### config.mk
export PLATFORM = sky130hd
export DESIGN_NAME = bfr_shifter
export DESIGN_NICKNAME = d
export VERILOG_FILES = /design/src/rtl/bfr_shifter.sv
export SDC_FILE = /design/constraint.sdc
export NUM_CORES = 1
export LEC_CHECK = 0
export ABC_CLOCK_PERIOD_IN_PS = 5950
export BUFFER_PORTS_ARGS = -buffer_cell sky130_fd_sc_hd__clkbuf_2
export CAP_MARGIN = 20
export CORE_MARGIN = 8
export CORE_UTILIZATION = 45
export DETAILED_ROUTE_END_ITERATION = 16
export GPL_ROUTABILITY_DRIVEN = 0
export PLACE_DENSITY = 0.73
export SETUP_SLACK_MARGIN = 0.5
export SYNTH_ARGS = -nofsm -noshare
export SYNTH_HDL_FRONTEND = slang
export SYNTH_SLANG_ARGS = --single-unit
### constraint.sdc
create_clock -name vclk -period 5.95
set_input_delay 1.19 -clock vclk [all_inputs]
set_output_delay 1.19 -clock vclk [all_outputs]
set_load 0.02 [all_outputs]
### src/rtl/bfr_shifter.sv
// Shared bit extractor: up to 8 MSB-first bits from a two-byte window.
module bfr_shifter (
  input  logic [7:0] b0_i,
  input  logic [7:0] b1_i,
  input  logic [2:0] offset_i,
  input  logic [3:0] count_i,
  output logic [7:0] bits_o
);

  logic [15:0] win;
  logic [3:0]  rsh;

  always_comb begin
    win    = {b0_i, b1_i} << offset_i;
    rsh    = 4'd8 - count_i;
    bits_o = win[15:8] >> rsh;
  end

endmodule

======== After elaboration in Yosys (flattened, before gate mapping) ========
Cells that the tools add are included.
storage, ports and cells
  bits in registers ....................... 0
  input bits .............................. 23
cells by class
  add/subtract/negate cells ............... 1
  shifts and indexed selects .............. 2
operators by type and width
  cell                 number
  $shl 16x3->16        1
  $shr 8x4->8          1
  $sub 4x4->4 const A  1

======== Logic depth before layout (Yosys ltp) ========
  word-level depth ........................ 2
  mapped depth ............................ 7

======== Worst setup path after synthesis ========
Ideal clock, no wire load.
  path type ............................... input to output
  start ................................... in count_i[0]
  end ..................................... out bits_o[7]
  data arrival time ....................... 2.783 ns
  slack ................................... 1.977 ns
  stages .................................. 7
  buffers on the path ..................... 1
  cell sequence ........................... buf_2 -> inv_1 -> ha_1 -> mux2i_1 -> o21ai_2 -> nand2_1 -> nor3_1
on the way
  word-level cells in the longest chain between the ends .. 2
RTL lines
  element      line  text
  from (decl)  6     input logic [3:0] count_i,
  $sub 4x4->4  15    rsh = 4'd8 - count_i;
  $shr 8x4->8  16    bits_o = win[15:8] >> rsh;
  to (decl)    7     output logic [7:0] bits_o
No other way between the ends.

======== Worst setup path after layout ========
  start ................................... in count_i[0]
  end ..................................... out bits_o[1]
The elaborated chain is that of the path after synthesis.

==> impl_results.html <==
<table>
<tr><th>Metric</th><th>Value</th></tr>
<tr><th colspan="2">Status</th></tr>
<tr><td>Run status</td><td>complete, no violations</td></tr>
<tr><th colspan="2">Detailed routing</th></tr>
<tr><td>Count of TritonRoute iterations in the first routing pass</td><td>4</td></tr>
<tr><td>Final wirelength</td><td>around 2.5 mm</td></tr>
<tr><td>Via/cell ratio</td><td>roughly 6.4</td></tr>
<tr><td>Violation count after the first detailed-routing iteration</td><td>25</td></tr>
<tr><td>Routed wirelength normalized by instance count</td><td>approximately 16 um</td></tr>
<tr><td>Number of vias after detailed routing</td><td>966</td></tr>
<tr><td>DRC viols</td><td>0</td></tr>
<tr><td>Antenna-violating nets left</td><td>0</td></tr>
<tr><th colspan="2">Run</th></tr>
<tr><td>Number of maximum-capacitance constraint violations</td><td>0</td></tr>
<tr><th colspan="2">STA</th></tr>
<tr><td>Relative slew margins</td><td>a little under three fifths</td></tr>
<tr><td>Post-layout min period</td><td>~4.4 ns</td></tr>
<tr><td>Final sum of negative setup slack</td><td>0 ns</td></tr>
<tr><td>Slew at the pin with the worst max-slew slack</td><td>around 0.67 ns</td></tr>
<tr><td>Highest attainable clock frequency</td><td>226.8 MHz</td></tr>
<tr><td>Final cycle utilization of the critical path</td><td>74.10%</td></tr>
<tr><td>Final hold vios</td><td>0</td></tr>
<tr><td>RSZ-0062 raised after global routing</td><td>no</td></tr>
<tr><td>Final setup fails</td><td>0</td></tr>
<tr><td>Slew Viols, Final</td><td>0</td></tr>
<tr><th colspan="2">Placement</th></tr>
<tr><td>Half-perimeter wire length after detailed placement</td><td>1.977 mm</td></tr>
<tr><td>Quantity of I/O buffers inserted on ports</td><td>30</td></tr>
<tr><th colspan="2">Floorplanning</th></tr>
<tr><td>Initial Utilization</td><td>a little under half</td></tr>
<tr><td>Die Outline Area</td><td>~3700 um^2</td></tr>
<tr><td>Placement Rows</td><td>16</td></tr>
<tr><td>Vertical extent of the die</td><td>~61 um</td></tr>
<tr><td>Die Span X</td><td>60.93 um</td></tr>
<tr><td>Core box area</td><td>around 2000 um^2</td></tr>
<tr><td># IOs</td><td>31</td></tr>
<tr><th colspan="2">Critical path</th></tr>
<tr><td>Slowest Stage Delay on Critical Path</td><td>around 0.54 ns</td></tr>
<tr><td>Setup crit end kind</td><td>output pin</td></tr>
<tr><td>Slowest stage cell on the critical path</td><td>sky130_fd_sc_hd__o21ai_0</td></tr>
<tr><td>Data arrival time at the worst-slack endpoint</td><td>approximately 3.2 ns</td></tr>
<tr><td>Critical path launch point type</td><td>primary input</td></tr>
<tr><td>Type of the worst setup path</td><td>primary input to output pin</td></tr>
<tr><td>Worst Path Buf+Inv</td><td>4</td></tr>
<tr><td>Cell class contributing the biggest share of worst-path delay</td><td>buffers and inverters</td></tr>
<tr><td>Required time at the endpoint of the critical path</td><td>between 4 and 5 ns</td></tr>
<tr><td>Crit path max fanout</td><td>17</td></tr>
<tr><td>Cells along the critical path</td><td>clkbuf_2 -&gt; inv_1 -&gt; ha_1 -&gt; mux2i_1 -&gt; o21ai_0 -&gt; inv_1 -&gt; o221ai_1 -&gt; clkbuf_2</td></tr>
<tr><th colspan="2">Synthesis</th></tr>
<tr><td>Yosys top cell area share</td><td>between 20% and 30%</td></tr>
<tr><td>Post-synthesis instance total</td><td>100</td></tr>
<tr><td>Post-Syn Area</td><td>roughly 910 um^2</td></tr>
<tr><td>Number of nets in the synthesized netlist</td><td>~120</td></tr>
<tr><td>Post-synthesis cell type count</td><td>35</td></tr>
<tr><td>Synth area leader</td><td>sky130_fd_sc_hd__mux4_2</td></tr>
<tr><td>Per-instance average area after synthesis</td><td>~9.1 um^2</td></tr>
<tr><td>Yosys warning total</td><td>0</td></tr>
<tr><td>Leading cell types by total area after synthesis</td><td>sky130_fd_sc_hd__mux4_2, sky130_fd_sc_hd__mux2i_1, sky130_fd_sc_hd__a22oi_1</td></tr>
<tr><td>Part of the Yosys area used for sequential elements</td><td>0%</td></tr>
<tr><th colspan="2">Global route</th></tr>
<tr><td>Global-route wire length before repair</td><td>roughly 4.0 mm</td></tr>
<tr><td>Global Route Usage Sum</td><td>between 10% and 20%</td></tr>
<tr><td>Sum of overflow across all layers after global routing</td><td>0</td></tr>
<tr><td>Via count of the first global-routing pass</td><td>between 800 and 900</td></tr>
<tr><td>Maximum number of pins on one net before global-route repair</td><td>19</td></tr>
<tr><td>Initial antenna violation count</td><td>0</td></tr>
<tr><th colspan="2">Final layout</th></tr>
<tr><td>Area delta synth-&gt;final</td><td>14.05%</td></tr>
<tr><td>Nets</td><td>149</td></tr>
<tr><td>Antenna fix cells</td><td>0</td></tr>
<tr><td>Clock buffer count</td><td>0</td></tr>
<tr><td>Fill cell instance count of the final layout</td><td>between 150 and 200</td></tr>
<tr><td>Area of combinational cells with multiple inputs</td><td>about 830 um^2</td></tr>
<tr><td>Total number of sequential cells</td><td>0</td></tr>
<tr><td>Flip-flop and latch area</td><td>0 um^2</td></tr>
<tr><td>Fraction of layout cells with a size suffix above 1</td><td>42.28%</td></tr>
<tr><th colspan="2">Clock network</th></tr>
<tr><td>Post-CTS repair timing setup buffer count</td><td>0</td></tr>
<tr><td>Post-cts sizing count</td><td>0</td></tr>
<tr><td>Count of hold-fix buffers inserted at cts</td><td>0</td></tr>
<tr><th colspan="2">Power and ir drop</th></tr>
<tr><td>Maximum ir drop on the vdd rail</td><td>between 0.04 and 0.05 mV</td></tr>
<tr><td>Total Power</td><td>0.09611 mW</td></tr>
<tr><td>Power density over the cells</td><td>around 90 nW/um^2</td></tr>
<tr><td>Static leakage power</td><td>0.4286 nW</td></tr>
<tr><th colspan="2">Worst hold path</th></tr>
<tr><td>Worst Hold Class</td><td>primary input to output pin</td></tr>
</table>
-- power breakdown --
group | leakage, nW | switching, mW | internal, mW
registers | 0 | 0 | 0
clock network | 0 | 0 | 0
logic | 0.429 | 0.0538 | 0.0423
-- cells in the mapped netlist, drive strengths merged, types with 3 or more instances --
cell type,number
inv,5
nand3,9
nor2,5
o21ai,4
a21oi,3
buf,7
nand2,6
mux2,8
mux2i,10
a22oi,7
nand2b,3
mux4,10
nand4,3
a221oi,3
-- final cells by class --
| type | instances | area share, % |
|---|---|---|
| multi-input cells | 88 | 80.44 |
| well taps | 27 | 3.261 |
| repair buffers | 30 | 14.49 |
| inverters | 5 | 1.812 |
-- cell families after synthesis --
logic type / synth area share (%)
mux: 47.52
compound gates: 24.52
simple gates: 18.32
fa+ha+maj: 1.377
buf+inv: 8.264
-- worst paths after layout --
check                 slack, ns  cells past startpoint        from         to
worst max-delay path       1.54                      8  count_i[0]  bits_o[1]
worst min-delay path       2.91                      5  count_i[3]  bits_o[4]
-- layer usage --
metal | vias up | GRT usage [%] | wire [um]
met5 | - | 0 | 0
met4 | 0 | 0 | 0
met1 | 480 | 17.55 | 1051
met2 | 26 | 23.98 | 1305
li1 | 460 | - | -
met3 | 0 | 0.8475 | 94
-- stage by stage --
step	setup slack, ns	utilization, %	instances	hold slack [ns]	cell area, um^2
after floorplan	1.977	-	100	2.643	908.4
after global placement	1.647	53.35	150	2.887	1036
after detailed placement	1.594	53.35	150	2.904	1036
after CTS	1.590	53.35	150	2.908	1036
after global routing	1.329	53.35	150	2.953	1036
final	1.541	53.35	150	2.907	1036
-- layout by cell type, fill, tap and decap left out, types with 2 or more instances in the layout --
master                      instances
sky130_fd_sc_hd__nand2_1            6
sky130_fd_sc_hd__nand4_1            3
sky130_fd_sc_hd__nand2b_1           3
sky130_fd_sc_hd__o22a_1             2
sky130_fd_sc_hd__mux2i_1            9
sky130_fd_sc_hd__nor2_1             4
sky130_fd_sc_hd__mux2_1             3
sky130_fd_sc_hd__o21ai_0            3
sky130_fd_sc_hd__a22oi_1            7
sky130_fd_sc_hd__nand3_1            9
sky130_fd_sc_hd__mux4_2            10
sky130_fd_sc_hd__o2111ai_1          2
sky130_fd_sc_hd__a221oi_2           3
sky130_fd_sc_hd__a21oi_1            3
sky130_fd_sc_hd__inv_1              5
sky130_fd_sc_hd__mux2_2             4
sky130_fd_sc_hd__nor2b_1            2
sky130_fd_sc_hd__clkbuf_2          30
Note: power is estimated with default switching activity, not from simulation.
